===== config.mk =====
export PLATFORM = sky130hd
export DESIGN_NAME = echo_pulse_distance_meter
export DESIGN_NICKNAME = d
export VERILOG_FILES = /design/src/design/epdm_pkg.sv /design/src/design/epdm_meas.sv /design/src/design/epdm_fsm.sv /design/src/design/echo_pulse_distance_meter.sv
export VERILOG_INCLUDE_DIRS = /design/src /design/src/design
export SDC_FILE = /design/constraint.sdc
export NUM_CORES = 1
export LEC_CHECK = 0
export ABC_AREA = 1
export BUFFER_PORTS_ARGS = -buffer_cell sky130_fd_sc_hd__buf_2
export CAP_MARGIN = 15
export CORE_ASPECT_RATIO = 0.7
export CORE_MARGIN = 4
export CORE_UTILIZATION = 55
export CTS_BUF_LIST = sky130_fd_sc_hd__clkbuf_16
export CTS_CLUSTER_SIZE = 14
export DETAILED_ROUTE_END_ITERATION = 6
export GPL_ROUTABILITY_DRIVEN = 0
export GPL_TIMING_DRIVEN = 0
export HOLD_SLACK_MARGIN = 0.1
export MAX_ROUTING_LAYER = met4
export PLACE_DENSITY = 0.74
export SLEW_MARGIN = 20
export SYNTH_ARGS = -nofsm -noshare
export SYNTH_HDL_FRONTEND = slang
export SYNTH_SLANG_ARGS = --single-unit

===== constraint.sdc =====
create_clock -name clk_i -period 21.4 [get_ports clk_i]
set_clock_uncertainty 0.2 [all_clocks]
set_input_delay 6.42 -clock clk_i [delete_from_list [all_inputs] [get_ports clk_i]]
set_output_delay 6.42 -clock clk_i [all_outputs]
set_load 0.05 [all_outputs]

===== src/design/echo_pulse_distance_meter_macros.svh =====
// Assertion macros of the echo pulse distance meter, used by epdm_fsm.
// Uses clk_i and rst_ni of the module that includes this header.
`ifndef ECHO_PULSE_DISTANCE_METER_MACROS_SVH
`define ECHO_PULSE_DISTANCE_METER_MACROS_SVH

`ifndef NO_ASSERTIONS
`define EPDM_ASSERT(lbl, prop, msg) \
  lbl: assert property (@(posedge clk_i) disable iff (!rst_ni) prop) else $error(msg);
`define EPDM_ASSERT_NEXT(lbl, pre, post, msg) \
  lbl: assert property (@(posedge clk_i) disable iff (!rst_ni) pre |=> post) else $error(msg);
`else
`define EPDM_ASSERT(lbl, prop, msg)
`define EPDM_ASSERT_NEXT(lbl, pre, post, msg)
`endif

`endif


===== src/design/epdm_pkg.sv =====
// Shared types, codes and constants of the echo pulse distance meter.
// Used by every module of the block; depends on nothing.
package epdm_pkg;

  localparam int CounterBitsDef = 16;

  localparam int StampW = 16;
  localparam int DistW  = 14;
  localparam int CfgIdxW = 2;
  localparam int CfgDataW = 16;

  localparam logic [StampW-1:0] TimerTopRst = 16'hFFFF;
  localparam logic [DistW-1:0]  MinDistRst  = 14'd20;
  localparam logic [DistW-1:0]  MaxDistRst  = 14'd4000;

  // Distance is (w*343 + 1000) / 2000, done as a shift by four followed by
  // a reciprocal multiply for the remaining division by 125.
  localparam int SoundMmPerMs = 343;
  localparam int RoundHalf    = 1000;
  localparam int RecipShift   = 28;
  localparam logic [21:0] Recip125 = 22'd2147484;

  typedef enum logic [1:0] {
    CMD_START = 2'd0,
    CMD_ABORT = 2'd1,
    CMD_EDGE  = 2'd2
  } cmd_e;

  typedef enum logic [1:0] {
    PH_IDLE      = 2'd0,
    PH_WAIT_RISE = 2'd1,
    PH_WAIT_FALL = 2'd2,
    PH_DONE      = 2'd3
  } phase_e;

  typedef enum logic [CfgIdxW-1:0] {
    REG_TIMER_TOP = 2'd0,
    REG_MIN_DIST  = 2'd1,
    REG_MAX_DIST  = 2'd2
  } reg_idx_e;

  typedef struct packed {
    logic [StampW-1:0] timer_top;
    logic [DistW-1:0]  min_dist;
    logic [DistW-1:0]  max_dist;
  } cfg_t;

  typedef struct packed {
    logic              in_range;
    logic [StampW-1:0] pulse_us;
    logic [DistW-1:0]  distance_mm;
  } meas_t;

  typedef struct packed {
    logic [DistW-1:0]  distance_mm;
    logic [StampW-1:0] pulse_us;
    logic              in_range;
    logic              ready_res;
    logic [1:0]        phase;
    logic              fire_trigger;
    logic              start_accepted;
  } res_t;

endpackage


===== src/design/epdm_meas.sv =====
// Pulse width, distance and range check for one falling edge.
// Purely combinational; depends on epdm_pkg.
module epdm_meas import epdm_pkg::*; #(
  parameter int CounterBits = CounterBitsDef,
  localparam int MaskW = (CounterBits < StampW) ? CounterBits : StampW
) (
  input  logic [MaskW-1:0]  rise_i,
  input  logic [StampW-1:0] fall_i,
  input  cfg_t              cfg_i,
  output meas_t             meas_o
);

  logic [MaskW-1:0]  fall_m;
  logic [MaskW-1:0]  top_m;
  logic [StampW-1:0] rise16;
  logic [StampW-1:0] fall16;
  logic [StampW-1:0] top16;
  logic [StampW-1:0] width;
  logic [24:0]       scaled;
  logic [20:0]       by16;
  logic [42:0]       quot;
  logic [DistW-1:0]  dist_mm;

  always_comb begin
    fall_m = fall_i[MaskW-1:0];
    top_m  = cfg_i.timer_top[MaskW-1:0];
    rise16 = StampW'(rise_i);
    fall16 = StampW'(fall_m);
    top16  = StampW'(top_m);
    if (fall16 >= rise16) begin
      width = fall16 - rise16;
    end else begin
      width = top16 + 16'd1 + fall16 - rise16;
    end
    scaled  = 25'(width) * 25'(SoundMmPerMs) + 25'(RoundHalf);
    by16    = scaled[24:4];
    quot    = 43'(by16) * 43'(Recip125);
    dist_mm = quot[RecipShift+DistW-1:RecipShift];
    meas_o.pulse_us    = width;
    meas_o.distance_mm = dist_mm;
    meas_o.in_range    = (dist_mm >= cfg_i.min_dist) && (dist_mm <= cfg_i.max_dist);
  end

endmodule


===== src/design/epdm_fsm.sv =====
// Measurement phase control, stored results and the result register.
// Depends on epdm_pkg, epdm_meas and the assertion macro header.
`include "echo_pulse_distance_meter_macros.svh"

module epdm_fsm import epdm_pkg::*; #(
  parameter int CounterBits = CounterBitsDef,
  localparam int MaskW = (CounterBits < StampW) ? CounterBits : StampW
) (
  input  logic              clk_i,
  input  logic              rst_ni,
  input  logic              adv_i,
  input  logic [1:0]        cmd_i,
  input  logic [StampW-1:0] stamp_i,
  input  cfg_t              cfg_i,
  output res_t              res_o
);

  phase_e            phase_q, phase_d;
  logic [MaskW-1:0]  rise_q, rise_d;
  logic              ready_q, ready_d;
  logic              range_q, range_d;
  logic [StampW-1:0] width_q, width_d;
  logic [DistW-1:0]  dist_q, dist_d;
  logic              taken;
  meas_t             meas;
  res_t              res_q, res_d;

  epdm_meas #(.CounterBits(CounterBits)) u_meas (
    .rise_i (rise_q),
    .fall_i (stamp_i),
    .cfg_i  (cfg_i),
    .meas_o (meas)
  );

  always_comb begin
    phase_d = phase_q;
    rise_d  = rise_q;
    ready_d = ready_q;
    range_d = range_q;
    width_d = width_q;
    dist_d  = dist_q;
    taken   = 1'b0;
    case (cmd_i)
      CMD_START: begin
        if (phase_q inside {PH_IDLE, PH_DONE}) begin
          ready_d = 1'b0;
          range_d = 1'b0;
          width_d = '0;
          dist_d  = '0;
          phase_d = PH_WAIT_RISE;
          taken   = 1'b1;
        end
      end
      CMD_ABORT: begin
        phase_d = PH_IDLE;
        ready_d = 1'b0;
        range_d = 1'b0;
      end
      CMD_EDGE: begin
        if (phase_q == PH_WAIT_RISE) begin
          rise_d  = stamp_i[MaskW-1:0];
          phase_d = PH_WAIT_FALL;
        end else if (phase_q == PH_WAIT_FALL) begin
          width_d = meas.pulse_us;
          dist_d  = meas.distance_mm;
          range_d = meas.in_range;
          ready_d = 1'b1;
          phase_d = PH_DONE;
        end
      end
      default: begin
      end
    endcase
    res_d.start_accepted = taken;
    res_d.fire_trigger   = taken;
    res_d.phase          = phase_d;
    res_d.ready_res      = ready_d;
    res_d.in_range       = range_d;
    res_d.pulse_us       = width_d;
    res_d.distance_mm    = dist_d;
  end

  always_ff @(posedge clk_i or negedge rst_ni) begin
    if (!rst_ni) begin
      phase_q <= PH_IDLE;
      rise_q  <= '0;
      ready_q <= 1'b0;
      range_q <= 1'b0;
      width_q <= '0;
      dist_q  <= '0;
    end else if (adv_i) begin
      phase_q <= phase_d;
      rise_q  <= rise_d;
      ready_q <= ready_d;
      range_q <= range_d;
      width_q <= width_d;
      dist_q  <= dist_d;
    end
  end

  always_ff @(posedge clk_i) begin
    if (adv_i) begin
      res_q <= res_d;
    end
  end

  assign res_o = res_q;

  `EPDM_ASSERT(a_ready_done, ready_q == (phase_q == PH_DONE), "ready flag out of step with phase")
  `EPDM_ASSERT(a_range_ready, range_q |-> ready_q, "in-range flag set without a result")
  `EPDM_ASSERT_NEXT(a_start_arms, adv_i && cmd_i == CMD_START && (phase_q == PH_IDLE || phase_q == PH_DONE), phase_q == PH_WAIT_RISE && !ready_q && width_q == '0, "start did not arm")
  `EPDM_ASSERT_NEXT(a_start_blocked, adv_i && cmd_i == CMD_START && (phase_q == PH_WAIT_RISE || phase_q == PH_WAIT_FALL), !res_q.start_accepted && $stable(phase_q), "start taken while waiting")

endmodule


===== src/design/echo_pulse_distance_meter.sv =====
// Top level of the echo pulse distance meter: configuration registers,
// input register and result handshake. Depends on epdm_pkg and epdm_fsm.
//
// Use: each transaction on the s_axis channel carries one event, a start,
// an abort or a captured echo edge with its timer stamp. Every event gives
// exactly one result transaction on m_axis: whether a start was taken (and
// so a trigger pulse is requested), the phase after the event, the done and
// in-range flags and the stored pulse width and distance.
// Configuration registers are written through cfg_we_i, cfg_idx_i and
// cfg_data_i in one cycle, with no read-back; they should be changed only
// while no event is in flight.
// An event waits in the input register until the result register can
// take it, and its result is valid once in the result register.
// Throughput: one event per cycle while the receiver does not stall; the
// width, distance and range check are done by one pass of logic between
// the two registers. Reset clears the phase to idle, the stored results,
// and loads the register defaults. When the receiver stalls, the result
// register holds, and the input register takes one more event only if
// it is empty; then tready drops.
module echo_pulse_distance_meter import epdm_pkg::*; #(
  parameter int CounterBits = CounterBitsDef
) (
  input  logic                clk_i,
  input  logic                rst_ni,
  input  logic                cfg_we_i,
  input  logic [CfgIdxW-1:0]  cfg_idx_i,
  input  logic [CfgDataW-1:0] cfg_data_i,
  input  logic                s_axis_tvalid,
  output logic                s_axis_tready,
  // cmd [1:0], edge_stamp [17:2], zero fill [23:18]
  input  logic [23:0]         s_axis_tdata,
  output logic                m_axis_tvalid,
  input  logic                m_axis_tready,
  // start_accepted [0], fire_trigger [1], phase [3:2], ready_res [4],
  // in_range [5], pulse_us [21:6], distance_mm [35:22], zero fill [39:36]
  output logic [39:0]         m_axis_tdata
);

  cfg_t              cfg_q;
  logic              in_valid_q;
  logic [1:0]        cmd_q;
  logic [StampW-1:0] stamp_q;
  logic              out_valid_q;
  logic              adv;
  res_t              res;

  assign adv           = in_valid_q && (!out_valid_q || m_axis_tready);
  assign s_axis_tready = !in_valid_q || adv;

  always_ff @(posedge clk_i or negedge rst_ni) begin
    if (!rst_ni) begin
      cfg_q.timer_top <= TimerTopRst;
      cfg_q.min_dist  <= MinDistRst;
      cfg_q.max_dist  <= MaxDistRst;
    end else if (cfg_we_i) begin
      case (cfg_idx_i)
        REG_TIMER_TOP: cfg_q.timer_top <= cfg_data_i;
        REG_MIN_DIST:  cfg_q.min_dist  <= cfg_data_i[DistW-1:0];
        REG_MAX_DIST:  cfg_q.max_dist  <= cfg_data_i[DistW-1:0];
        default: begin
        end
      endcase
    end
  end

  always_ff @(posedge clk_i or negedge rst_ni) begin
    if (!rst_ni) begin
      in_valid_q  <= 1'b0;
      out_valid_q <= 1'b0;
    end else begin
      if (s_axis_tready) begin
        in_valid_q <= s_axis_tvalid;
      end
      if (adv) begin
        out_valid_q <= 1'b1;
      end else if (m_axis_tready) begin
        out_valid_q <= 1'b0;
      end
    end
  end

  always_ff @(posedge clk_i) begin
    if (s_axis_tready && s_axis_tvalid) begin
      cmd_q   <= s_axis_tdata[1:0];
      stamp_q <= s_axis_tdata[17:2];
    end
  end

  epdm_fsm #(.CounterBits(CounterBits)) u_fsm (
    .clk_i   (clk_i),
    .rst_ni  (rst_ni),
    .adv_i   (adv),
    .cmd_i   (cmd_q),
    .stamp_i (stamp_q),
    .cfg_i   (cfg_q),
    .res_o   (res)
  );

  assign m_axis_tvalid = out_valid_q;
  assign m_axis_tdata  = {4'b0, res};

endmodule


After elaboration in Yosys (flattened, before gate mapping)
Index checks and enable logic that the tools add are counted.
{"block": "word_totals", "regBits": 149, "in_bits": 47, "output_inout_bits": 42, "word_cells": 76}
{"block": "op_classes", "addsub": 5, "multipliers": 2, "magnitude_cmp": 3, "eq_ne": 7, "muxes": 24, "reduce_logical": 16}
{"op": "$mux 16", "count": 4}
{"op": "$mux 14", "count": 3}
{"op": "$mul 21x20->40 const B", "count": 1}
{"op": "$pmux 16 s2", "count": 1}
{"op": "$sub 16x16->16", "count": 2}
{"op": "$pmux 14 s2", "count": 1}
{"op": "$add 25x10->25 const B", "count": 1}
{"op": "$mul 16x9->25 const B", "count": 1}
{"op": "$add 16x1->16 const B", "count": 1}
{"op": "$add 16x16->16", "count": 1}
{"op": "$ge 16x16->1", "count": 1}
{"op": "$ge 14x14->1", "count": 1}
{"op": "$le 14x14->1", "count": 1}
{"op": "$mux 1", "count": 9}
{"op": "$eq 2x2->1 const B", "count": 4}
{"op": "$eq 2x1->1 const B", "count": 3}
{"op": "$logic_not 2->1", "count": 3}
{"op": "$mux 2", "count": 3}
{"op": "$pmux 1 s3", "count": 2}
{"op": "$pmux 2 s3", "count": 1}
{"op": "$reduce_and 2->1", "count": 3}
{"op": "$reduce_bool 2->1", "count": 2}
{"op": "$logic_and 1x1->1", "count": 3}
{"op": "$reduce_and 3->1", "count": 1}
{"op": "other kinds (2)", "count": 4}

Logic depth before layout (Yosys ltp)
{"block": "logic_depth", "depth_word": 12, "mapped_depth": 69, "ltp_nobuf": 69}

Modules after synthesis
Synthesis repeated with hierarchy kept, for this count alone.
{"block": "unflattened", "cells_unflattened": 2545, "area_unflattened_um2": 19665.1}
{"module": "epdm_meas", "n_inst": 1, "cells_each": 1924, "area_per_inst_um2": 13480.4, "seq_area_each_um2": 0.0}
{"module": "epdm_fsm", "n_inst": 1, "cells_each": 390, "area_per_inst_um2": 3623.5, "seq_area_each_um2": 2302.2}
{"module": "echo_pulse_distance_meter", "n_inst": 1, "cells_each": 231, "area_per_inst_um2": 2561.2, "seq_area_each_um2": 1721.7}

Worst setup path after synthesis
Ideal clock, no wire load.
{"block": "synth_path", "path_type": "input to output", "startpoint": "input port m_axis_tready", "endpoint": "output port s_axis_tready", "arrival_time_ns": 6.880, "required_time_ns": 14.780, "setup_slack_ns": 7.900, "cell_stages": 2, "path_buffers": 0, "cell_sequence": "inv_1 -> nand3_1"}
{"block": "synth_via", "elab_chain_cells": 3}
{"item": "start: declaration", "line_no": "echo_pulse_distance_meter.sv:33", "source": "input logic m_axis_tready,"}
{"item": "$logic_or 1x1->1", "line_no": "echo_pulse_distance_meter.sv:47", "source": "assign adv = in_valid_q && (!out_valid_q || m_axis_tready);"}
{"item": "$logic_and 1x1->1", "line_no": "echo_pulse_distance_meter.sv:47"}
{"item": "$logic_or 1x1->1", "line_no": "echo_pulse_distance_meter.sv:48", "source": "assign s_axis_tready = !in_valid_q || adv;"}
{"item": "end: declaration", "line_no": "echo_pulse_distance_meter.sv:29", "source": "output logic s_axis_tready,"}
No other way between the ends.

Worst setup path after layout
{"block": "layout_path", "startpoint": "register cfg_q[30] in the netlist's numbering", "endpoint": "register u_fsm.range_q"}
{"block": "layout_via", "elab_chain_cells": 12, "word_cells_on_any_way": 13, "cone_classes": "4 x add/sub; 2 x mul; 2 x order compare; 4 x mux; 1 x reduce/logical"}
{"item": "start: declaration", "line_no": "echo_pulse_distance_meter.sv:39", "source": "cfg_t cfg_q;"}
{"item": "$add 16x1->16 (*)", "line_no": "epdm_meas.sv:33", "source": "width = top16 + 16'd1 + fall16 - rise16;"}
{"item": "$add 16x16->16 (*)", "line_no": "epdm_meas.sv:33"}
{"item": "$sub 16x16->16 (*)", "line_no": "epdm_meas.sv:33"}
{"item": "$mux 16 (*)", "line_no": "epdm_meas.sv:30", "source": "if (fall16 >= rise16) begin"}
{"item": "$mul 16x9->25 (*)", "line_no": "epdm_meas.sv:35", "source": "scaled = 25'(width) * 25'(SoundMmPerMs) + 25'(RoundHalf);"}
{"item": "$add 25x10->25 (*)", "line_no": "epdm_meas.sv:35"}
{"item": "$mul 21x20->40 (*)", "line_no": "epdm_meas.sv:37", "source": "quot = 43'(by16) * 43'(Recip125);"}
{"item": "$ge 14x14->1 or $le 14x14->1 (tied branches)", "line_no": "epdm_meas.sv:41", "source": "meas_o.in_range = (dist_mm >= cfg_i.min_dist) && (dist_mm <= cfg_i.max_dist);"}
{"item": "$logic_and 1x1->1 (*)", "line_no": "epdm_meas.sv:41"}
{"item": "$mux 1 (*)", "line_no": "epdm_fsm.sv:63", "source": "end else if (phase_q == PH_WAIT_FALL) begin"}
{"item": "$mux 1 (*)", "line_no": "epdm_fsm.sv:60", "source": "if (phase_q == PH_WAIT_RISE) begin"}
{"item": "$pmux 1 s3 (*)", "line_no": "epdm_fsm.sv:43", "source": "case (cmd_i)"}
{"item": "via u_fsm.range_d", "line_no": "epdm_fsm.sv:21", "source": "logic range_q, range_d;"}
{"item": "end signal: assignment", "line_no": "epdm_fsm.sv:95", "source": "range_q <= range_d;"}
{"item": "end: declaration", "line_no": "epdm_fsm.sv:21"}
The timed path passes the listed nets; every way through them passes the cells marked *.
A chain may end at the register's enable or synchronous reset.

==> results.ini <==
[outcome]
status=finished, violations left
violations=DRC

[logic_synthesis]
synth_top_area_share_pct=20.9
synth_area_leaders=ha_1 21%, fa_1 17%, nand2_1 12%
async_reset_ff_share_pct=64.4
syn_area_um2=19300
synth.largest_area_cell=ha_1
yosysUniqueCellTypes=51
synth_seq_cells=149
ys_warn_count=0
synth_ff_type=dfrtp_1
synthCells=2478
synthTopCellsByCount=623 x nand2_1, 552 x inv_1, 322 x ha_1
synth_most_common_cell=nand2_1
avgSynthCellArea_um2=7.79
synth_seq_area_share_pct=20.8
synth_edf_count=53

[route]
drc=1
ant_nets=0
detailroute.via_count=16600
drt-initial-drc-count=1903
wire_per_inst_um=16.6
totalWireLength_mm=50.8
viasPerCell=5.41
firstDrtPassIters=7

[worst_setup_path]
worstPathArrival_ns=14.40
cp_slowest_cell=xor2_1
cp.required_ns=21.58
cp-start-kind=flop
path_class=reg -> reg
cpMostUsedCell=nand2_1
critPathMaxFanout=7
worst_path_largest_cell_delay_ns=0.82
worstSetupEndpointType=flop
r2r_cells=55

[sta]
min_period_over_period_pct=66.5
rsz0062_at_grt=no
timing.fmax_ghz=0.0703
slew_viol_final=0
period_minus_slack_ns=14.22
relSlewSlack_pct=30.3
tns_ns=0
hold_viol=0
worstMarginPinSlew_ns=1.04
finalSetupViolations=0

[placed_design]
place_hpwl_mm=43.0
port_buffers=78
dpl_cell_area_um2=20400
dp_cells=3033

[floorplan]
initial_utilization_pct=55.7
die_h_um=165
dieArea_um2=38200
die_w_um=232
boundaryPins=89
core-area_um2=34700
rows=57

[cts]
cts_hold_buf=0
cts.sinks=149
cts_max_level=4
cts_tree=done
cts_buffers=17
insertion_delay_ns=0.44
cts_setup_buffers=0
clk_pin_slew_ns=0.07
cts_buffer_depth=2
cts_resized=0
cts_root_buffer=clkbuf_16

[global_routing]
gr-usage-all-layers_pct=28.1
grt_pass1_wl_mm=82.1
grt-ovfl-total=0
antenna_found_initial=1
grt_max_degree=79
grt_pass1_vias=16200

[layout]
fillCellCount=3057
fin_cells=3066
area_growth_pct=8.71
layout-drive-gt1-share_pct=7.40
nets=3112
fin_area_um2=21000

[min_path]
holdPathStages=2
hold_class=reg -> reg

[job]
maxCapViolations=0

==> layer usage <==
layer | part of all wire [%] | track usage [%] | wire, um
met5 | 0 | - | 0
met1 | 46 | 39.9 | 23400
met4 | 2.1 | 6.84 | 1050
met3 | 10 | 7.34 | 5150
met2 | 42 | 40.3 | 21200
==> flip-flops by register name (all words and copies together), names as in the netlist <==
name and flops:
cfg_q 44, cmd_q 2, in_valid_q 1, m_axis_tvalid 1, stamp_q 16, u_fsm.dist_q 14
u_fsm.phase_q 2, u_fsm.range_q 1, u_fsm.ready_q 1, u_fsm.res_o 35, u_fsm.rise_q 16, u_fsm.width_q 16
==> cell usage in the layout (no fill, tap or decap), types with 4 or more instances in the layout <==
cell       synthesis  final
buf_2              1     78
inv_8              0      4
nor4_1             4      4
clkbuf_16          0     19
nor3_1            11     11
nand3b_1           7      7
nand3_1           89     89
o21ai_0          105    105
xor2_1            22     20
fa_1             163    163
ha_1             322    322
o21bai_1          12     12
conb_1             1      4
buf_4              5      5
dfrtp_1           72     72
nand2_2            9      9
inv_1            552    553
o211ai_1           4      4
nand4_1           14     14
a31oi_1            4      4
xnor2_1           19     16
edfxtp_1          53     53
nand2_1          623    623
nor2_1           177    177
a21oi_1           97     97
dfstp_2           24     24
o21ai_2           13     13
a21o_1            11     11
clkbuf_1          25     24
==> worst paths after layout <==
path	slack, ns	startpoint	endpoint
setup / recovery	7.18	cfg_q[30]	u_fsm.range_q
hold / removal	0.29	cfg_q[33]	cfg_q[33]
setup reg to reg	7.18	cfg_q[30]	u_fsm.range_q
hold reg to reg	0.29	cfg_q[33]	cfg_q[33]
max in group asynchronous	14.66	rst_ni	cfg_q[10]
min in group asynchronous	5.63	rst_ni	u_fsm.rise_q[8]
==> metrics by stage <==
step | setup slack, ns | util [%] | hold WS, ns
6_report | 7.18 | 60.5 | 0.294
5_1_grt | 6.50 | 60.5 | 0.313
4_1_cts | 7.56 | 60.5 | 0.293
3_5_place_dp | 7.61 | 58.8 | 0.275
3_3_place_gp | 7.73 | 58.6 | 0.263
2_1_floorplan | 7.90 | - | 0.250
==> logic make-up after synthesis <==
family,count (synthesis),share of synthesized area (%)
adders and majority gates,485,37.8
muxes,1,0.0583
xor gates and xnor gates,41,1.86
DFF,149,20.8
other,1,0.0194
and+or+nand+nor,949,20.0
AOI/OAI and AO/OA,262,7.75
buffers and inverters,590,11.7
==> worst max-delay path, delay by kind of cell, from the launching register on <==
kind,cells,cell delay (ns)
buffers and inverters,7,0.49
AND/OR/NAND/NOR,22,3.09
AO/OA/AOI/OAI,8,1.94
adder cells (fa/ha/maj),17,7.05
XOR/XNOR,1,0.82
flip-flops,1,0.54
==> area by class of cell <==
| cell class | instances | area [um2] | share of cell area, % |
|---|---|---|---|
| Antenna cell | 1 | 2.50 | 0.0119 |
| Buffer | 35 | 180 | 0.859 |
| Clock buffer | 19 | 475 | 2.27 |
| Clock inverter | 13 | 111 | 0.531 |
| Inverter | 555 | 2080 | 9.93 |
| Multi-Input combinational cell | 1742 | 13100 | 62.3 |
| Sequential cell | 149 | 4020 | 19.2 |
| Tap cell | 472 | 591 | 2.81 |
| Timing Repair Buffer | 80 | 452 | 2.15 |
Power is not shown: default switching activity piles up to over one toggle a cycle in this logic, so the estimate is an artifact.
